--- config.mk ---
export PLATFORM = sky130hd
export DESIGN_NAME = scsi_disk_command_decoder_unit
export DESIGN_NICKNAME = d
export VERILOG_FILES = /design/src/rtl/scsidcd_pkg.sv /design/src/rtl/scsidcd_core.sv /design/src/rtl/scsi_disk_command_decoder_unit.sv
export SDC_FILE = /design/constraint.sdc
export NUM_CORES = 1
export LEC_CHECK = 0
export BUFFER_PORTS_ARGS = -buffer_cell sky130_fd_sc_hd__buf_4
export CAP_MARGIN = 20
export CORE_MARGIN = 5
export CORE_UTILIZATION = 60
export DETAILED_ROUTE_END_ITERATION = 6
export PLACE_DENSITY = 0.88
export SLEW_MARGIN = 20
export SYNTH_ARGS = -nofsm -noshare
export SYNTH_HDL_FRONTEND = slang
export SYNTH_SLANG_ARGS = --single-unit
--- constraint.sdc ---
create_clock -name clk -period 11.9 [get_ports clk]
set_input_delay 0.595 -clock clk [delete_from_list [all_inputs] [get_ports clk]]
set_output_delay 0.595 -clock clk [all_outputs]
set_load 0.1 [all_outputs]
--- src/rtl/scsidcd_pkg.sv ---
package scsidcd_pkg;

    // block size of the medium in bytes
    localparam int unsigned BLOCK_SIZE = 512;

    // derived reply values
    localparam logic [9:0]  WRITE_DATA_LEN    = 10'(BLOCK_SIZE % 1024);
    localparam logic [31:0] BLOCK_BYTES       = 32'(BLOCK_SIZE);
    localparam logic [9:0]  CAPACITY_DATA_LEN = 10'd8;
    localparam logic [16:0] SHORT_COUNT_ZERO  = 17'd256;

    // configuration register indexes
    localparam logic [1:0] CFG_MAX_BLOCKS    = 2'd0;
    localparam logic [1:0] CFG_CARD_CAPACITY = 2'd1;
    localparam logic [1:0] CFG_WRITE_PROTECT = 2'd2;
    localparam logic [1:0] CFG_CARD_PRESENT  = 2'd3;

    // operation codes
    localparam logic [7:0] OP_TEST_UNIT_READY = 8'h00;
    localparam logic [7:0] OP_REZERO          = 8'h01;
    localparam logic [7:0] OP_FORMAT_UNIT     = 8'h04;
    localparam logic [7:0] OP_READ6           = 8'h08;
    localparam logic [7:0] OP_WRITE6          = 8'h0A;
    localparam logic [7:0] OP_SEEK6           = 8'h0B;
    localparam logic [7:0] OP_START_STOP      = 8'h1B;
    localparam logic [7:0] OP_MEDIUM_REMOVAL  = 8'h1E;
    localparam logic [7:0] OP_READ_CAPACITY   = 8'h25;
    localparam logic [7:0] OP_READ10          = 8'h28;
    localparam logic [7:0] OP_WRITE10         = 8'h2A;
    localparam logic [7:0] OP_SEEK10          = 8'h2B;
    localparam logic [7:0] OP_PREFETCH        = 8'h34;
    localparam logic [7:0] OP_SYNC_CACHE      = 8'h35;
    localparam logic [7:0] OP_LOCK_CACHE      = 8'h36;

    typedef enum logic [1:0] {
        EV_COMMAND    = 2'd0,
        EV_BLOCK_DONE = 2'd1,
        EV_POWER_ON   = 2'd2,
        EV_BUS_RESET  = 2'd3
    } event_t;

    // bus phase; in a result the command code means unchanged
    typedef enum logic [1:0] {
        PH_COMMAND  = 2'd0,
        PH_STATUS   = 2'd1,
        PH_DATA_IN  = 2'd2,
        PH_DATA_OUT = 2'd3
    } phase_t;

    typedef enum logic [1:0] {
        SK_NONE            = 2'd0,
        SK_NOT_READY       = 2'd1,
        SK_ILLEGAL_REQUEST = 2'd2
    } sense_key_t;

    typedef enum logic [2:0] {
        ASC_NONE              = 3'd0,
        ASC_INVALID_CDB_FIELD = 3'd1,
        ASC_NO_MEDIUM         = 3'd2,
        ASC_WRITE_PROTECTED   = 3'd3,
        ASC_LBA_OUT_OF_RANGE  = 3'd4,
        ASC_START_REQUIRED    = 3'd5,
        ASC_NOT_READY_OTHER   = 3'd6
    } asc_t;

    typedef enum logic [2:0] {
        ACT_NONE           = 3'd0,
        ACT_PREPARE_READ   = 3'd1,
        ACT_PREPARE_WRITE  = 3'd2,
        ACT_COMPLETE_READ  = 3'd3,
        ACT_COMPLETE_WRITE = 3'd4
    } action_t;

    typedef struct packed {
        logic [31:0] max_blocks;
        logic [31:0] card_capacity;
        logic        write_protect;
        logic        card_present;
    } cfg_t;

    typedef struct packed {
        event_t     cmd;
        logic [7:0] opcode;
        logic [7:0] cdb_byte1;
        logic [7:0] cdb_byte2;
        logic [7:0] cdb_byte3;
        logic [7:0] cdb_byte4;
        logic [7:0] cdb_byte5;
        logic [7:0] cdb_byte7;
        logic [7:0] cdb_byte8;
        logic       init_ok;
    } item_t;

    typedef struct packed {
        logic        unit_started;
        logic        medium_present;
        logic        unit_initialised;
        logic [31:0] capacity_blocks;
        logic [15:0] transfer_length;
        logic [15:0] blocks_done;
        phase_t      bus_phase;
    } unit_state_t;

    // unit state after reset: started, nothing else known
    localparam unit_state_t UNIT_STATE_RESET = '{
        unit_started:     1'b1,
        medium_present:   1'b0,
        unit_initialised: 1'b0,
        capacity_blocks:  32'd0,
        transfer_length:  16'd0,
        blocks_done:      16'd0,
        bus_phase:        PH_COMMAND
    };

    typedef struct packed {
        logic        handled;
        logic        check_status;
        sense_key_t  sense_key;
        asc_t        sense_asc;
        phase_t      new_phase;
        logic [9:0]  data_length;
        logic [31:0] last_block;
        logic [31:0] block_bytes;
        logic [31:0] start_block;
        logic [15:0] block_count;
        action_t     card_action;
    } result_t;

endpackage

--- src/rtl/scsidcd_core.sv ---
module scsidcd_core (
    input  scsidcd_pkg::item_t       item,
    input  scsidcd_pkg::cfg_t        cfg,
    input  scsidcd_pkg::unit_state_t state,
    output scsidcd_pkg::unit_state_t state_next,
    output scsidcd_pkg::result_t     result
);
    import scsidcd_pkg::*;

    logic [31:0] lba6;
    logic [31:0] lba10;
    logic [16:0] cnt6;
    logic [16:0] cnt10;
    logic        is_short;
    logic        is_write;
    logic [31:0] xfer_lba;
    logic [16:0] xfer_cnt;
    logic [32:0] xfer_end;
    logic        xfer_over;
    logic [31:0] seek_lba;
    logic        seek_over;
    logic [31:0] clamped_capacity;
    logic        ready;
    asc_t        not_ready_asc;
    logic [15:0] done_inc;

    function automatic result_t fail(result_t r, sense_key_t key, asc_t asc);
        result_t f;
        f              = r;
        f.check_status = 1'b1;
        f.sense_key    = key;
        f.sense_asc    = asc;
        f.new_phase    = PH_STATUS;
        return f;
    endfunction

    // descriptor field extraction
    assign lba6  = {11'd0, item.cdb_byte1[4:0], item.cdb_byte2, item.cdb_byte3};
    assign lba10 = {item.cdb_byte2, item.cdb_byte3, item.cdb_byte4, item.cdb_byte5};
    assign cnt6  = (item.cdb_byte4 == 8'd0) ? SHORT_COUNT_ZERO : {9'd0, item.cdb_byte4};
    assign cnt10 = {1'b0, item.cdb_byte7, item.cdb_byte8};

    // transfer operands and the 33-bit range check
    assign is_short  = (item.opcode == OP_READ6) || (item.opcode == OP_WRITE6);
    assign is_write  = (item.opcode == OP_WRITE6) || (item.opcode == OP_WRITE10);
    assign xfer_lba  = is_short ? lba6 : lba10;
    assign xfer_cnt  = is_short ? cnt6 : cnt10;
    assign xfer_end  = {1'b0, xfer_lba} + {16'd0, xfer_cnt};
    assign xfer_over = xfer_end > {1'b0, state.capacity_blocks};

    // seek range check
    assign seek_lba  = (item.opcode == OP_SEEK6) ? lba6 : lba10;
    assign seek_over = seek_lba >= state.capacity_blocks;

    // capacity after a successful card init
    assign clamped_capacity = ((cfg.max_blocks != 32'd0) && (cfg.card_capacity > cfg.max_blocks))
                              ? cfg.max_blocks : cfg.card_capacity;

    // readiness
    assign ready = state.unit_started && state.medium_present && state.unit_initialised;
    always_comb
    begin
        priority if (!state.unit_started)
            not_ready_asc = ASC_START_REQUIRED;
        else if (!state.medium_present)
            not_ready_asc = ASC_NO_MEDIUM;
        else
            not_ready_asc = ASC_NOT_READY_OTHER;
    end

    assign done_inc = state.blocks_done + 16'd1;

    // event decode and state update
    always_comb
    begin
        state_next = state;
        result     = '0;
        unique case (item.cmd)
            EV_COMMAND:
            begin
                state_next.bus_phase = PH_COMMAND;
                result.handled       = 1'b1;
                if (item.opcode == OP_START_STOP)
                begin
                    if (item.cdb_byte4[0])
                    begin
                        state_next.unit_started = 1'b1;
                        if (!state.unit_initialised && item.init_ok)
                        begin
                            state_next.unit_initialised = 1'b1;
                            state_next.capacity_blocks  = clamped_capacity;
                        end
                    end
                    else
                    begin
                        state_next.unit_started = 1'b0;
                    end
                end
                else if (!ready)
                begin
                    result = fail(result, SK_NOT_READY, not_ready_asc);
                end
                else
                begin
                    unique case (item.opcode)
                        OP_READ6, OP_READ10, OP_WRITE6, OP_WRITE10:
                        begin
                            if (is_write && cfg.write_protect)
                                result = fail(result, SK_ILLEGAL_REQUEST, ASC_WRITE_PROTECTED);
                            else if (xfer_over)
                                result = fail(result, SK_ILLEGAL_REQUEST, ASC_LBA_OUT_OF_RANGE);
                            else
                            begin
                                result.start_block         = xfer_lba;
                                result.block_count         = xfer_cnt[15:0];
                                state_next.transfer_length = xfer_cnt[15:0];
                                state_next.blocks_done     = 16'd0;
                                if (xfer_cnt == 17'd0)
                                    result.new_phase = PH_STATUS;
                                else if (is_write)
                                begin
                                    result.new_phase   = PH_DATA_OUT;
                                    result.data_length = WRITE_DATA_LEN;
                                    result.card_action = ACT_PREPARE_WRITE;
                                end
                                else
                                begin
                                    result.new_phase   = PH_DATA_IN;
                                    result.card_action = ACT_PREPARE_READ;
                                end
                            end
                        end
                        OP_READ_CAPACITY:
                        begin
                            if (!item.cdb_byte8[0] && (lba10 != 32'd0))
                                result = fail(result, SK_ILLEGAL_REQUEST, ASC_INVALID_CDB_FIELD);
                            else if (state.capacity_blocks != 32'd0)
                            begin
                                result.last_block  = state.capacity_blocks - 32'd1;
                                result.block_bytes = BLOCK_BYTES;
                                result.data_length = CAPACITY_DATA_LEN;
                                result.new_phase   = PH_DATA_IN;
                            end
                            else
                                result = fail(result, SK_NOT_READY, ASC_NO_MEDIUM);
                        end
                        OP_SEEK6, OP_SEEK10:
                        begin
                            if (seek_over)
                                result = fail(result, SK_ILLEGAL_REQUEST, ASC_LBA_OUT_OF_RANGE);
                        end
                        // test unit ready and cache or media no-ops: nothing more to do
                        OP_TEST_UNIT_READY, OP_FORMAT_UNIT, OP_LOCK_CACHE, OP_PREFETCH,
                        OP_MEDIUM_REMOVAL, OP_REZERO, OP_SYNC_CACHE:
                        begin
                            result.handled = 1'b1;
                        end
                        default:
                        begin
                            result.handled = 1'b0;
                        end
                    endcase
                end
                if (result.new_phase != PH_COMMAND)
                    state_next.bus_phase = result.new_phase;
            end
            EV_BLOCK_DONE:
            begin
                if (((state.bus_phase == PH_DATA_IN) || (state.bus_phase == PH_DATA_OUT))
                    && (state.blocks_done != state.transfer_length))
                begin
                    state_next.blocks_done = done_inc;
                    if (done_inc >= state.transfer_length)
                    begin
                        result.new_phase           = PH_STATUS;
                        result.card_action         = (state.bus_phase == PH_DATA_OUT)
                                                     ? ACT_COMPLETE_WRITE : ACT_COMPLETE_READ;
                        state_next.bus_phase       = PH_STATUS;
                        state_next.transfer_length = 16'd0;
                        state_next.blocks_done     = 16'd0;
                    end
                end
            end
            EV_POWER_ON:
            begin
                state_next.capacity_blocks  = 32'd0;
                state_next.transfer_length  = 16'd0;
                state_next.blocks_done      = 16'd0;
                state_next.bus_phase        = PH_COMMAND;
                state_next.unit_started     = 1'b1;
                state_next.medium_present   = cfg.card_present;
                state_next.unit_initialised = 1'b0;
                if (cfg.card_present && item.init_ok)
                begin
                    state_next.unit_initialised = 1'b1;
                    state_next.capacity_blocks  = clamped_capacity;
                end
            end
            EV_BUS_RESET:
            begin
                state_next.transfer_length = 16'd0;
                state_next.blocks_done     = 16'd0;
                state_next.bus_phase       = PH_COMMAND;
            end
        endcase
    end

endmodule

--- src/rtl/scsi_disk_command_decoder_unit.sv ---
// Direct-access disk command decoder. Each event on the slave stream (a command
// descriptor, a block-transferred notice, a power-on or a bus reset; kind in
// tuser) produces exactly one result on the master stream: status, sense, the
// next bus phase, READ CAPACITY data and the card action to start. One event
// is taken every clock cycle while the result side does not stall; an event
// is held in the input register and its decode pass is loaded into the result
// register once that register is free, and the input side keeps accepting
// while a result waits as long as the result register is freed in the same
// cycle. Configuration registers are written through cfg_we/cfg_index/cfg_data
// and should only change while no event is in flight.
module scsi_disk_command_decoder_unit (
    input  logic         clk,
    input  logic         rst_n,
    // configuration write port
    input  logic         cfg_we,
    input  logic [1:0]   cfg_index,
    input  logic [31:0]  cfg_data,
    // event stream
    input  logic         s_tvalid,
    output logic         s_tready,
    // opcode, cdb_byte1, cdb_byte2, cdb_byte3, cdb_byte4, cdb_byte5, cdb_byte7,
    // cdb_byte8, init_ok
    input  logic [71:0]  s_tdata,
    // cmd
    input  logic [1:0]   s_tuser,
    // result stream
    output logic         m_tvalid,
    input  logic         m_tready,
    // handled, check_status, sense_key, sense_asc, new_phase, data_length,
    // last_block, block_bytes, start_block, block_count, card_action
    output logic [135:0] m_tdata
);
    import scsidcd_pkg::*;

    cfg_t        cfg_reg;
    logic        in_valid_reg;
    item_t       item_reg;
    logic        out_valid_reg;
    logic        out_valid_next;
    result_t     result_reg;
    result_t     result_next;
    unit_state_t state_reg;
    unit_state_t state_next;
    logic        advance;

    // configuration registers
    always_ff @(posedge clk or negedge rst_n)
    begin
        if (!rst_n)
            cfg_reg <= '0;
        else if (cfg_we)
        begin
            unique case (cfg_index)
                CFG_MAX_BLOCKS:    cfg_reg.max_blocks    <= cfg_data;
                CFG_CARD_CAPACITY: cfg_reg.card_capacity <= cfg_data;
                CFG_WRITE_PROTECT: cfg_reg.write_protect <= cfg_data[0];
                CFG_CARD_PRESENT:  cfg_reg.card_present  <= cfg_data[0];
            endcase
        end
    end

    // pipeline flow control
    assign advance        = in_valid_reg && (!out_valid_reg || m_tready);
    assign s_tready       = !in_valid_reg || advance;
    assign out_valid_next = advance || (out_valid_reg && !m_tready);

    // input register
    always_ff @(posedge clk or negedge rst_n)
    begin
        if (!rst_n)
            in_valid_reg <= 1'b0;
        else if (s_tready)
            in_valid_reg <= s_tvalid;
    end

    always_ff @(posedge clk)
    begin
        if (s_tready && s_tvalid)
        begin
            item_reg.cmd       <= event_t'(s_tuser);
            item_reg.opcode    <= s_tdata[7:0];
            item_reg.cdb_byte1 <= s_tdata[15:8];
            item_reg.cdb_byte2 <= s_tdata[23:16];
            item_reg.cdb_byte3 <= s_tdata[31:24];
            item_reg.cdb_byte4 <= s_tdata[39:32];
            item_reg.cdb_byte5 <= s_tdata[47:40];
            item_reg.cdb_byte7 <= s_tdata[55:48];
            item_reg.cdb_byte8 <= s_tdata[63:56];
            item_reg.init_ok   <= s_tdata[64];
        end
    end

    // decode pass
    scsidcd_core u_core (
        .item       (item_reg),
        .cfg        (cfg_reg),
        .state      (state_reg),
        .state_next (state_next),
        .result     (result_next)
    );

    // unit state, updated as each event leaves the input register
    always_ff @(posedge clk or negedge rst_n)
    begin
        if (!rst_n)
            state_reg <= UNIT_STATE_RESET;
        else if (advance)
            state_reg <= state_next;
    end

    // result register
    always_ff @(posedge clk or negedge rst_n)
    begin
        if (!rst_n)
            out_valid_reg <= 1'b0;
        else
            out_valid_reg <= out_valid_next;
    end

    always_ff @(posedge clk)
    begin
        if (advance)
            result_reg <= result_next;
    end

    // result packing
    assign m_tvalid = out_valid_reg;
    assign m_tdata  = {2'b00,
                       result_reg.card_action,
                       result_reg.block_count,
                       result_reg.start_block,
                       result_reg.block_bytes,
                       result_reg.last_block,
                       result_reg.data_length,
                       result_reg.new_phase,
                       result_reg.sense_asc,
                       result_reg.sense_key,
                       result_reg.check_status,
                       result_reg.handled};

`ifndef SYNTH
    // a check condition always moves the bus to status
    a_check_goes_status: assert property (@(posedge clk) disable iff (!rst_n)
        out_valid_reg && result_reg.check_status |-> result_reg.new_phase == PH_STATUS)
        else $error("check condition without status phase");

    // the block counter never passes the transfer length
    a_done_bounded: assert property (@(posedge clk) disable iff (!rst_n)
        state_reg.blocks_done <= state_reg.transfer_length)
        else $error("blocks done beyond transfer length");

    // a write setup enters data out with one block of data expected
    a_write_setup: assert property (@(posedge clk) disable iff (!rst_n)
        out_valid_reg && result_reg.card_action == ACT_PREPARE_WRITE
        |-> result_reg.new_phase == PH_DATA_OUT && result_reg.data_length == WRITE_DATA_LEN)
        else $error("write setup with wrong phase or length");

    // a bus reset leaves the command phase with no transfer
    a_bus_reset_clears: assert property (@(posedge clk) disable iff (!rst_n)
        advance && item_reg.cmd == EV_BUS_RESET
        |=> state_reg.bus_phase == PH_COMMAND && state_reg.transfer_length == 16'd0)
        else $error("bus reset left a transfer behind");
`endif

endmodule

==> flow_metrics.tcl <==
set metrics [dict create \
    status "complete, no violations" \
    synthTopCellsByArea "edfxtp_1 (27%), dfrtp_1 (20%), ha_1 (9.5%)" \
    rsz0062_at_grt "no" \
    powerDensity_nw_per_um2 171 \
    port-buffer-count 199 \
    start_kind "register" \
    fin_area_um2 20200 \
    clk_pin_slew_ns 0.07 \
    rrSetupSlack_ns 3.62 \
    start_util_pct 60.6 \
    ys.flop_type "edfxtp_1" \
    synth_edf_count 158 \
    num_io_pins 251 \
    crit_path_end "state_reg[20]$_DFFE_PN0P_" \
    hpwlAfterDp_um 35600 \
    ant_nets 0 \
    arrival_ns 8.71 \
    use_met3_pct 4.51 \
    r2r_end "state_reg[20]$_DFFE_PN0P_" \
    die_area_um2 32400 \
    clock_path_buffers 3 \
    avgSynthCellArea_um2 10.1 \
    r2r-start "item_reg[62]$_DFFE_PP_" \
    grt_pass1_vias 13600 \
    grt_pass1_wl_um 72800 \
    grt_usage_pct 28.0 \
    drive_gt1_share_pct 18.9 \
    rows 62 \
    antenna_found_initial 2 \
    busiest_layer "met2" \
    vias 13700 \
    cts_tree "done" \
    via_per_inst 5.91 \
    hold_viol 0 \
    yosysSeqAreaShare_pct 47.2 \
    setup.worst_path.start "item_reg[62]$_DFFE_PP_" \
    cts-resized-gates 0 \
    final_common_cell "nand2_1" \
    final_max_slew_viol_count 0 \
    synth_cell_types 75 \
    grt_max_degree 71 \
    overflow 0 \
    fin_nets 2146 \
    worstSetupEndpointType "register" \
    tns_ns 0 \
    drc 0 \
    largest_reg_flops 94 \
    cts-htree-levels 2 \
    fin_util_pct 70.4 \
    gp_congestion 0.942 \
    finalSetupViolations 0 \
    synthSimpleGateAreaFrac_pct 15.5 \
    yosysWarnings 0 \
    cts_buffers 34 \
    fmax_mhz 121 \
    met2_usage_pct 48.7 \
    async_reset_ff_share_pct 46.4 \
    synth_top_family_by_area "simple AND/OR/NAND/NOR gates" \
    synth_compound_area_share_pct 11.6 \
    first_pass_iters 5 \
    clock-sinks 295 \
    required_ns 12.33 \
    synthMuxAreaShare_pct 6.35 \
    postCtsHoldBufs 0 \
    wl_per_cell_um 20.2 \
    ys_seq_elements 295 \
    post_dp_cell_area_um2 19000 \
    reg2reg_depth 24 \
    syn_to_final_growth_pct 16.3 \
    finClkSkew_ns 0.0211 \
    critPathKind "register to register" \
    synth_cells 1711 \
    cts_root_buf "clkbuf_16" \
    final_cell_mix "nand2_1 (211), buf_4 (210), edfxtp_1 (158)" \
    die_x_um 180 \
    vdd_drop_max_mv 0.116 \
    core_area_um2 28600 \
    synth_xor_xnor_area_share_pct 3.79 \
    postCtsSetupBuffers 0 \
    gr-usage-met1_pct 35.1 \
    clk_latency_ns 0.53 \
    power.leakage_nw 8.91 \
    hold_path_class "input port to async pin" \
    synthesis.area_um2 17300 \
    post-route-period-util_pct 69.6 \
    fin_crit_ns 8.28 \
    drt-total-wl_um 46800 \
    first_iter_violations 1087 \
    synth_fa_ha_area_share_pct 9.57 \
    cp_max_fo 40 \
    dieHeight_um 180 \
    synth_top_area_share_pct 27.4 \
    slew_headroom_pct 29.5 \
    maxCapViolations 0 \
    yosys.area.top_type "edfxtp_1" \
    tightestPinTransition_ns 1.05 \
]
## cell usage after synthesis, drive strengths merged, types with 17 or more instances
library cell and count:
inv 133, nor2b 22, edfxtp 158, and2 21, mux2i 47, nor2 114, nand4 25, xnor2 49
nor4 36, nor3 33, o21ai 124, buf 53, o2bb2ai 17, dfrtp 136, ha 131, mux2 56
nand3 32, xor2 26, nand2 211, a21o 18, clkbuf 43, a21oi 76
## final cells by class
cell class,instances,area (um2)
timing repair buffer,210,1580
tap,384,480
clock inverter,19,215
fill,2077,8460
antenna,1,2.50
inverter,133,500
clock buffer,43,926
sequential,295,8170
multi-input combinational,1227,8290
## per-layer routing
metal / vias to the layer above / wire [um] / share of wire, %
met5: - / 0 / 0
met4: 0 / 1860 / 4.0
met3: 123 / 3160 / 6.7
met2: 560 / 23400 / 50
met1: 6601 / 18500 / 39
li1: 6381 / - / -
## through the flow
stage | worst slack (ns) | hold WS [ns] | std cells | power, W
2_1_floorplan | 5.58 | 0.299 | 1751 | 0.00211
6_report | 3.62 | 0.210 | 2312 | 0.00346
5_1_grt | 3.27 | 0.232 | 2311 | 0.00362
3_5_place_dp | 3.83 | 0.481 | 2249 | 0.00239
3_3_place_gp | 3.99 | 0.465 | 2249 | 0.00235
4_1_cts | 3.73 | 0.231 | 2311 | 0.00346
## critical path, cell delays in order (launching register included)
cell       delay (ns)
edfxtp_1         0.55
nor4_1           0.69
nand2_1          0.18
buf_4            0.33
a21oi_1          0.42
inv_1            0.09
ha_1             0.37
a21o_1           0.20
a21oi_1          0.20
o21ai_0          0.21
or3b_2           0.50
o211ai_1         0.84
nor3_1           0.17
xnor2_1          0.22
nor2_1           0.07
ha_1             0.31
o21ai_0          0.15
o21ai_0          0.09
o211ai_1         0.10
nand3_1          0.13
or4_1            0.63
a2111o_1         0.40
buf_4            0.28
or3_1            0.74
o2bb2ai_1        0.27
## logic make-up after synthesis
kind of cell    Yosys count
buf+inv                 229
mux                     103
other cells               1
compound gates          314
fa+ha+maj               132
simple gates            562
flops                   295
xor+xnor                 75
## where the power goes
part | internal (W) | leakage (nW) | switching [W]
logic | 0.000365 | 5.04 | 0.000684
clock network | 0.000644 | 0.569 | 0.000424
registers | 0.00121 | 3.29 | 0.000133
total | 0.00221 | 8.91 | 0.00124
## worst min-delay path by stage
stage | start | end | slack, ns | cells past startpoint
2_1_floorplan | rst_n | cfg_reg[0]$_DFFE_PN0P_ | 0.30 | 0
4_1_cts | s_tdata[12] | item_reg[53]$_DFFE_PP_ | 0.23 | 1
6_report | rst_n | in_valid_reg$_DFFE_PN0N_ | 0.21 | 1
3_5_place_dp | in_valid_reg$_DFFE_PN0N_ | m_tvalid$_DFF_PN0_ | 0.48 | 1
3_3_place_gp | in_valid_reg$_DFFE_PN0N_ | m_tvalid$_DFF_PN0_ | 0.46 | 1
5_1_grt | s_tdata[5] | item_reg[62]$_DFFE_PP_ | 0.23 | 1
(Power assumes the default switching activity.)
